$ cat src/rtl/stlb_pkg.sv
package stlb_pkg;

	// default number of translation entries
	localparam int ENTRY_COUNT_DEF = 16;

	// address split for 4 KiB pages
	localparam int OFS_W = 12;
	localparam int VPN_W = 20;
	localparam int PFN_W = 20;
	localparam logic [31:0] PAGE_MASK = 32'hFFFF_F000;

	// request codes
	localparam logic [2:0] REQ_TRANSLATE = 3'd0;
	localparam logic [2:0] REQ_WRITE_RND = 3'd1;
	localparam logic [2:0] REQ_READ_ENT  = 3'd2;
	localparam logic [2:0] REQ_PROBE     = 3'd3;
	localparam logic [2:0] REQ_INVAL     = 3'd4;
	localparam logic [2:0] REQ_REG_RD    = 3'd5;
	localparam logic [2:0] REQ_REG_WR    = 3'd6;

	// register selects
	localparam logic [1:0] REG_ENTRY_HI = 2'd0;
	localparam logic [1:0] REG_ENTRY_LO = 2'd1;
	localparam logic [1:0] REG_INDEX    = 2'd2;
	localparam logic [1:0] REG_BAD_ADDR = 2'd3;

	// one translation entry
	typedef struct packed {
		logic [VPN_W-1:0] vpn;
		logic [PFN_W-1:0] pfn;
		logic             valid;
		logic             dirty;
		logic [2:0]       rwx;
		logic             user;
	} entry_t;

	// controller to datapath commands
	typedef struct packed {
		logic capture;
		logic match;
		logic exec;
	} cmd_t;

endpackage

$ cat src/rtl/software_managed_tlb.sv
// software managed tlb, fully associative, 4 KiB pages
// a request is captured, its parallel tag compare is registered, and the execute step registers the result beat
// a new request is taken only after the previous one has passed capture, tag compare and execute
// the execute step waits while a previous result beat is still stalled at the output
// reset: asynchronous, clears all entries, software registers and control state, random slot starts at the top entry
module software_managed_tlb #(
	parameter int ENTRY_COUNT = stlb_pkg::ENTRY_COUNT_DEF
) (
	input  logic        clk,
	input  logic        arst_n,
	input  logic        in_valid,
	output logic        in_stall,
	input  logic [2:0]  req_type,
	input  logic [31:0] vaddr,
	input  logic        is_store,
	input  logic [1:0]  reg_sel,
	input  logic [31:0] write_value,
	output logic        out_valid,
	input  logic        out_stall,
	output logic [31:0] paddr,
	output logic        fault,
	output logic [31:0] read_data
);
	import stlb_pkg::*;

	cmd_t cmd;

	// sequencing
	stlb_ctrl u_ctrl (
		.clk       (clk),
		.arst_n    (arst_n),
		.in_valid  (in_valid),
		.in_stall  (in_stall),
		.out_valid (out_valid),
		.out_stall (out_stall),
		.cmd       (cmd)
	);

	// entries, registers and lookup
	stlb_dp #(
		.ENTRY_COUNT (ENTRY_COUNT)
	) u_dp (
		.clk         (clk),
		.arst_n      (arst_n),
		.cmd         (cmd),
		.req_type    (req_type),
		.vaddr       (vaddr),
		.is_store    (is_store),
		.reg_sel     (reg_sel),
		.write_value (write_value),
		.paddr       (paddr),
		.fault       (fault),
		.read_data   (read_data)
	);

endmodule

$ cat src/rtl/stlb_ctrl.sv
module stlb_ctrl (
	input  logic               clk,
	input  logic               arst_n,
	input  logic               in_valid,
	output logic               in_stall,
	output logic               out_valid,
	input  logic               out_stall,
	output stlb_pkg::cmd_t     cmd
);
	import stlb_pkg::*;

	localparam logic [1:0] ST_IDLE  = 2'd0;
	localparam logic [1:0] ST_MATCH = 2'd1;
	localparam logic [1:0] ST_EXEC  = 2'd2;

	logic [1:0] state_q;
	logic [1:0] state_nx;
	logic       out_valid_q;
	logic       out_free;

	// the output register can take a new beat when empty or being drained
	assign out_free = !out_valid_q || !out_stall;

	// commands
	always_comb begin
		cmd.capture = (state_q == ST_IDLE) && in_valid;
		cmd.match   = (state_q == ST_MATCH);
		cmd.exec    = (state_q == ST_EXEC) && out_free;
	end

	// next state
	always_comb begin
		state_nx = state_q;
		case (state_q)
			ST_IDLE: begin
				if (in_valid) begin
					state_nx = ST_MATCH;
				end
			end
			ST_MATCH: begin
				state_nx = ST_EXEC;
			end
			ST_EXEC: begin
				if (out_free) begin
					state_nx = ST_IDLE;
				end
			end
			default: begin
				state_nx = ST_IDLE;
			end
		endcase
	end

	// state and output valid
	always_ff @(posedge clk or negedge arst_n) begin
		if (!arst_n) begin
			state_q     <= ST_IDLE;
			out_valid_q <= 1'b0;
		end else begin
			state_q <= state_nx;
			if (cmd.exec) begin
				out_valid_q <= 1'b1;
			end else if (!out_stall) begin
				out_valid_q <= 1'b0;
			end
		end
	end

	assign in_stall  = (state_q != ST_IDLE);
	assign out_valid = out_valid_q;

	// a result never overwrites a beat that is still held
	a_no_overwrite: assert property (@(posedge clk) disable iff (!arst_n)
		cmd.exec |-> !(out_valid_q && out_stall))
		else $error("result written over a stalled beat");

	// an accepted request always goes to the match step
	a_capture_match: assert property (@(posedge clk) disable iff (!arst_n)
		cmd.capture |=> (state_q == ST_MATCH))
		else $error("accepted request did not reach match");

	// match is followed by execute
	a_match_exec: assert property (@(posedge clk) disable iff (!arst_n)
		cmd.match |=> (state_q == ST_EXEC))
		else $error("match not followed by execute");

	// executing produces a visible result beat
	a_exec_valid: assert property (@(posedge clk) disable iff (!arst_n)
		cmd.exec |=> out_valid_q)
		else $error("execute did not raise the result valid");

endmodule

$ cat src/rtl/stlb_dp.sv
module stlb_dp #(
	parameter int ENTRY_COUNT = stlb_pkg::ENTRY_COUNT_DEF
) (
	input  logic               clk,
	input  logic               arst_n,
	input  stlb_pkg::cmd_t     cmd,
	input  logic [2:0]         req_type,
	input  logic [31:0]        vaddr,
	input  logic               is_store,
	input  logic [1:0]         reg_sel,
	input  logic [31:0]        write_value,
	output logic [31:0]        paddr,
	output logic               fault,
	output logic [31:0]        read_data
);
	import stlb_pkg::*;

	localparam int IDX_W = $clog2(ENTRY_COUNT);
	localparam logic [IDX_W-1:0] IDX_MASK = IDX_W'(ENTRY_COUNT - 1);
	localparam logic [IDX_W-1:0] IDX_TOP  = IDX_W'(ENTRY_COUNT - 1);
	localparam logic [IDX_W-1:0] IDX_ONE  = IDX_W'(1);

	// captured request
	logic [2:0]   req_q;
	logic [31:0]  va_q;
	logic         store_q;
	logic [1:0]   sel_q;
	logic [31:0]  wv_q;

	// entry store and software registers
	entry_t           ent_q [ENTRY_COUNT];
	logic [31:0]      entry_hi_q;
	logic [31:0]      entry_lo_q;
	logic [IDX_W-1:0] index_q;
	logic             miss_q;
	logic [IDX_W-1:0] rand_q;
	logic [31:0]      bad_q;

	// tag compare results
	logic [ENTRY_COUNT-1:0] tag_hit_s1;
	logic [VPN_W-1:0]       key_vpn;

	// lookup results
	logic [ENTRY_COUNT-1:0] hit_vec;
	logic [ENTRY_COUNT-1:0] low_oh;
	logic                   any_hit;
	logic [IDX_W-1:0]       hit_idx;
	logic [PFN_W-1:0]       hit_pfn;
	logic                   hit_dirty;

	// entry built from entry hi / lo
	entry_t new_ent;
	entry_t rd_ent;

	// result staging
	logic [31:0] paddr_nx;
	logic        fault_nx;
	logic [31:0] rdata_nx;

	// output registers
	logic [31:0] paddr_q;
	logic        fault_q;
	logic [31:0] rdata_q;

	// request capture
	always_ff @(posedge clk) begin
		if (cmd.capture) begin
			req_q   <= req_type;
			va_q    <= vaddr;
			store_q <= is_store;
			sel_q   <= reg_sel;
			wv_q    <= write_value;
		end
	end

	// probe searches entry hi, everything else the request address
	assign key_vpn = (req_q == REQ_PROBE) ? entry_hi_q[31:OFS_W] : va_q[31:OFS_W];

	// parallel tag comparators
	always_ff @(posedge clk) begin
		if (cmd.match) begin
			for (int i = 0; i < ENTRY_COUNT; i++) begin
				tag_hit_s1[i] <= (ent_q[i].vpn == key_vpn);
			end
		end
	end

	// lowest valid hit wins
	always_comb begin
		hit_vec   = '0;
		hit_idx   = '0;
		hit_pfn   = '0;
		hit_dirty = 1'b0;
		for (int i = 0; i < ENTRY_COUNT; i++) begin
			hit_vec[i] = tag_hit_s1[i] && ent_q[i].valid;
		end
		low_oh  = hit_vec & (~hit_vec + ENTRY_COUNT'(1));
		any_hit = |hit_vec;
		for (int i = 0; i < ENTRY_COUNT; i++) begin
			if (low_oh[i]) begin
				hit_idx   = hit_idx | IDX_W'(i);
				hit_pfn   = hit_pfn | ent_q[i].pfn;
				hit_dirty = hit_dirty | ent_q[i].dirty;
			end
		end
	end

	// entry from the software registers, and the indexed entry for read back
	always_comb begin
		new_ent.vpn   = entry_hi_q[31:OFS_W];
		new_ent.pfn   = entry_lo_q[31:OFS_W];
		new_ent.valid = entry_lo_q[1];
		new_ent.dirty = entry_lo_q[2];
		new_ent.rwx   = entry_lo_q[5:3];
		new_ent.user  = entry_lo_q[6];
		// index is always below the entry count: writes mask it, probes hit in range
		rd_ent = ent_q[index_q];
	end

	// result values
	always_comb begin
		paddr_nx = '0;
		fault_nx = 1'b0;
		rdata_nx = '0;
		case (req_q)
			REQ_TRANSLATE: begin
				if (!any_hit || (store_q && !hit_dirty)) begin
					fault_nx = 1'b1;
				end else begin
					paddr_nx = {hit_pfn, va_q[OFS_W-1:0]};
				end
			end
			REQ_REG_RD: begin
				case (sel_q)
					REG_ENTRY_HI: rdata_nx = entry_hi_q;
					REG_ENTRY_LO: rdata_nx = entry_lo_q;
					REG_INDEX:    rdata_nx = {miss_q, (31 - IDX_W)'(0), index_q};
					default:      rdata_nx = bad_q;
				endcase
			end
			default: begin
				paddr_nx = '0;
			end
		endcase
	end

	// entry store updates
	always_ff @(posedge clk or negedge arst_n) begin
		if (!arst_n) begin
			for (int i = 0; i < ENTRY_COUNT; i++) begin
				ent_q[i] <= '0;
			end
		end else if (cmd.exec) begin
			for (int i = 0; i < ENTRY_COUNT; i++) begin
				if (req_q == REQ_WRITE_RND && rand_q == IDX_W'(i)) begin
					ent_q[i] <= new_ent;
				end else if (req_q == REQ_INVAL && tag_hit_s1[i]) begin
					ent_q[i].valid <= 1'b0;
				end
			end
		end
	end

	// software registers
	always_ff @(posedge clk or negedge arst_n) begin
		if (!arst_n) begin
			entry_hi_q <= '0;
			entry_lo_q <= '0;
			index_q    <= '0;
			miss_q     <= 1'b0;
			rand_q     <= IDX_TOP;
			bad_q      <= '0;
		end else if (cmd.exec) begin
			case (req_q)
				REQ_TRANSLATE: begin
					if (!any_hit) begin
						bad_q      <= va_q;
						entry_hi_q <= va_q & PAGE_MASK;
					end else if (store_q && !hit_dirty) begin
						bad_q <= va_q;
					end
				end
				REQ_WRITE_RND: begin
					// walk downward, never landing on entry 0
					rand_q <= (rand_q <= IDX_ONE) ? IDX_TOP : rand_q - IDX_ONE;
				end
				REQ_READ_ENT: begin
					entry_hi_q <= {rd_ent.vpn, OFS_W'(0)};
					entry_lo_q <= {rd_ent.pfn, 5'd0, rd_ent.user, rd_ent.rwx,
						rd_ent.dirty, rd_ent.valid, 1'b0};
				end
				REQ_PROBE: begin
					miss_q  <= !any_hit;
					index_q <= any_hit ? hit_idx : '0;
				end
				REQ_REG_WR: begin
					case (sel_q)
						REG_ENTRY_HI: entry_hi_q <= wv_q;
						REG_ENTRY_LO: entry_lo_q <= wv_q;
						REG_INDEX: begin
							index_q <= wv_q[IDX_W-1:0] & IDX_MASK;
							miss_q  <= 1'b0;
						end
						default: begin
							// bad address is read only
							bad_q <= bad_q;
						end
					endcase
				end
				default: begin
					bad_q <= bad_q;
				end
			endcase
		end
	end

	// result beat register
	always_ff @(posedge clk) begin
		if (cmd.exec) begin
			paddr_q <= paddr_nx;
			fault_q <= fault_nx;
			rdata_q <= rdata_nx;
		end
	end

	assign paddr     = paddr_q;
	assign fault     = fault_q;
	assign read_data = rdata_q;

endmodule

$ cat config.mk
export PLATFORM = sky130hd
export DESIGN_NAME = software_managed_tlb
export DESIGN_NICKNAME = d
export VERILOG_FILES = /design/src/rtl/stlb_pkg.sv /design/src/rtl/software_managed_tlb.sv /design/src/rtl/stlb_ctrl.sv /design/src/rtl/stlb_dp.sv
export SDC_FILE = /design/constraint.sdc
export NUM_CORES = 2
export LEC_CHECK = 0
export BUFFER_PORTS_ARGS = -buffer_cell sky130_fd_sc_hd__buf_4
export CORE_UTILIZATION = 31
export CTS_CLUSTER_DIAMETER = 120
export CTS_CLUSTER_SIZE = 40
export DETAILED_ROUTE_END_ITERATION = 10
export PLACE_DENSITY = 0.53
export SLEW_MARGIN = 40
export SYNTH_ARGS = -nofsm -noshare
export SYNTH_HDL_FRONTEND = slang
export SYNTH_SLANG_ARGS = --single-unit
$ cat constraint.sdc
create_clock -name clk -period 12.15 [get_ports clk]
set_input_delay 1.8225 -clock clk [delete_from_list [all_inputs] [get_ports clk]]
set_output_delay 1.8225 -clock clk [all_outputs]
set_load 0.03 [all_outputs]
==> results.py <==
metrics = {
    "worst_setup_path": {
        "reg2regPathDepth": 9,
        "cp-end-kind": "register",
        "slowest_stage": "buf_4",
        "rrSetupSlack_ps": 7790,
        "critPathRequiredTime_ps": 12700,
        "worstPathCellList": "buf_4, nand2_1, nand2b_1, inv_4, nand3_1, nor2_4, buf_4, buf_4, mux2_2",
        "crit_fanout": 29,
        "cp_common_cell": "buf_4",
        "max_stage_delay_ps": 620,
        "start_kind": "input port",
        "critPathKind": "input port to register",
        "crit_arrival_ps": 5110,
    },
    "synth": {
        "synth_cells": 3653,
        "syn_avg_cell_area_um2": 13.6,
        "synth-warning-count": 0,
        "synth_ff_type": "dfrtp_1",
        "synth_area_mm2": 0.0496,
        "synth.area.top_cells": "dfrtp_1 (42%), mux2_2 (17%), mux4_2 (9.8%)",
        "netlist-cell-type-count": 69,
        "synth.net_count": 3732,
        "ys_seq_elements": 995,
        "ys_seq_area_share_pct": 51.8,
        "yosys.area.top_type": "dfrtp_1",
        "synthArstFlopShare_pct": 84.8,
        "netlist.area_leader.share_pct": 42.4,
        "synth_edf_count": 151,
    },
    "grt": {
        "antenna_found_initial": 7,
        "grt_pass1_vias": 31800,
        "grt_usage_pct": 21.5,
        "grt_remaining_overflow": 0,
        "grt_pass1_wl_um": 251000,
        "grt_max_degree": 144,
    },
    "floorplan": {
        "core_area_mm2": 0.159,
        "rows": 146,
        "ioPinCount": 141,
        "start_util_pct": 31.3,
        "die_area_mm2": 0.162,
        "die_h_um": 402,
        "chipWidth_um": 402,
    },
    "final_layout": {
        "utilization_pct": 34.3,
        "syn_to_final_growth_pct": 9.78,
        "layout_common_cells": "dfrtp_1 (832), mux2_2 (750), mux4_2 (215), buf_4 (215), xnor2_1 (192)",
        "drive_gt1_share_pct": 37.3,
        "n_antenna_cell": 0,
        "final_common_cell": "dfrtp_1",
        "postLayoutCellArea_mm2": 0.0544,
        "layout.nets": 3690,
        "final_cells": 5709,
    },
    "routing": {
        "drc_errors": 0,
        "vias_per_cell": 5.70,
        "drt_iter0_markers": 3282,
        "wl_per_cell_um": 31.0,
        "wl_um": 177000,
        "ant_nets": 0,
        "routed-via-count": 32500,
        "first_pass_iters": 5,
    },
    "hold_path": {
        "holdPathStages": 2,
        "min_path_type": "register to register",
    },
    "run_status": {
        "outcome": "finished, final reports clean",
    },
    "power": {
        "swShare_pct": 39.9,
        "p_per_area_mw_per_mm2": 178,
        "power.leakage_nw": 23.4,
        "seq_power_share_pct": 50.3,
        "p_switching_mw": 3.87,
        "internal_power_mw": 5.83,
        "pwr-share-clk_pct": 18.4,
        "total_power_mw": 9.70,
        "vdd_ir_drop_max_mv": 0.104,
        "p_comb_share_pct": 31.3,
    },
    "clock_tree": {
        "clock-sinks": 995,
        "cts_root_buffer": "clkbuf_16",
        "cts_buffers": 35,
        "path_clk_slew_ps": 130,
        "htreeDepth": 2,
        "cts_setup_buffers": 0,
        "cts_tree": "done",
        "postCtsHoldBufs": 0,
        "clk_latency_ps": 700,
        "cts_buffer_depth": 3,
        "cts_resized": 0,
    },
    "placement": {
        "dpl_worst_slack_ps": 6920,
        "place_area_mm2": 0.0532,
        "dp_hpwl_um": 114000,
        "dp_cells": 5644,
        "port-buffer-count": 140,
        "gp_congestion": 0.939,
    },
    "timing": {
        "setup_slack_ps": 7590,
        "fin_crit_ps": 4560,
        "fin_skew_ps": 78.0,
        "fin_hold_ws_ps": 492,
        "final-max-slew-violation-count": 0,
        "tightest_slew_ps": 1040,
        "final-setup-viol-count": 0,
        "maxSlewHeadroom_pct": 30.1,
        "max_freq_mhz": 219,
        "rsz0062_at_grt": "no",
        "period_share_pct": 37.5,
        "hold_viol_final": 0,
        "timing.setup.tns_ps": 0,
    },
    "run": {
        "maxCapViolations": 0,
    },
}
## state kept, by name, indices dropped and copies added (netlist names), 2 cells and up
| name | cells |
|---|---|
| u_dp.req_q | 3 |
| u_dp.read_data | 32 |
| u_dp.rand_q | 4 |
| u_dp.entry_hi_q | 32 |
| u_dp.wv_q | 32 |
| u_dp.paddr | 32 |
| u_ctrl.state_q | 2 |
| u_dp.sel_q | 2 |
| u_dp.entry_lo_q | 32 |
| u_dp.ent_q | 736 |
| u_dp.tag_hit_s1 | 16 |
| u_dp.va_q | 32 |
| u_dp.bad_q | 32 |
| u_dp.index_q | 4 |
## cell usage after synthesis, types with 5 or more instances
master,n
dfrtp_1,840
and3_1,7
xnor2_1,192
nor3_1,24
a211oi_1,21
o31ai_1,22
mux4_2,215
inv_1,19
nor4_1,51
nor2b_1,8
edfxtp_1,151
ha_1,5
nor2_1,152
o21ai_0,35
buf_1,28
mux2i_1,67
clkbuf_1,220
and2_1,9
a32oi_1,20
a2111oi_0,21
a21oi_1,79
o22ai_1,20
buf_2,50
mux2i_2,20
a221oi_1,20
nand4_1,54
a31oi_1,26
mux2_2,750
or3_1,5
a22oi_1,41
a31o_2,5
buf_4,17
nand2_1,168
o2bb2ai_1,20
nand3_1,63
xor2_1,128
a22o_1,23
buf_6,6
## metal layers
metal / GRT usage, % / vias to the layer above / wire length (um)
li1: - / 13400 / -
met1: 31.9 / 17500 / 80000
met2: 31.9 / 1335 / 77400
met3: 3.51 / 222 / 13600
met4: 6.92 / 6 / 5940
met5: 0 / - / 36
## final cells by class
type / count / area [um2]
Fill cell: 15500 / 104000
Inverter: 20 / 77.6
Clock inverter: 17 / 282
Tap cell: 2072 / 2590
Timing Repair Buffer: 242 / 2080
Clock buffer: 46 / 937
Multi-Input combinational cell: 2317 / 22800
Sequential cell: 995 / 25700
## power groups by stage
| stage | registers, mW | clock network (mW) | logic (mW) |
|---|---|---|---|
| detailed placement | 4.93 | 0 | 3.00 |
| global route | 4.95 | 1.92 | 3.19 |
| finish | 4.88 | 1.79 | 3.04 |
| CTS | 4.86 | 1.83 | 3.01 |
| global placement | 4.93 | 0 | 2.96 |
| floorplan | 4.40 | 0 | 2.14 |
## worst paths after layout
path	startpoint	endpoint
worst min-delay path	u_dp.entry_lo_q[8]	u_dp.entry_lo_q[8]
worst max-delay path	out_stall	u_dp.ent_q[121]
worst max register to register	u_dp.req_q[2]	u_dp.tag_hit_s1[14]
max in group asynchronous	arst_n	u_dp.ent_q[216]
worst min register to register	u_dp.entry_lo_q[8]	u_dp.entry_lo_q[8]
min in group asynchronous	arst_n	u_dp.bad_q[10]
## critical path, delay by kind of cell
kind	cells	cell delay, ps
buffers and inverters	4	1760
and+or+nand+nor	4	1050
muxes	1	410
## logic make-up after synthesis
family	synth area share (%)
multiplexers	28.8
buffers and inverters	2.93
XOR/XNOR	5.65
adder cells (fa/ha/maj)	0.126
flip-flops	51.8
AND/OR/NAND/NOR	5.49
AO/OA/AOI/OAI	5.29
No activity file was read; power rests on OpenSTA's default activity.
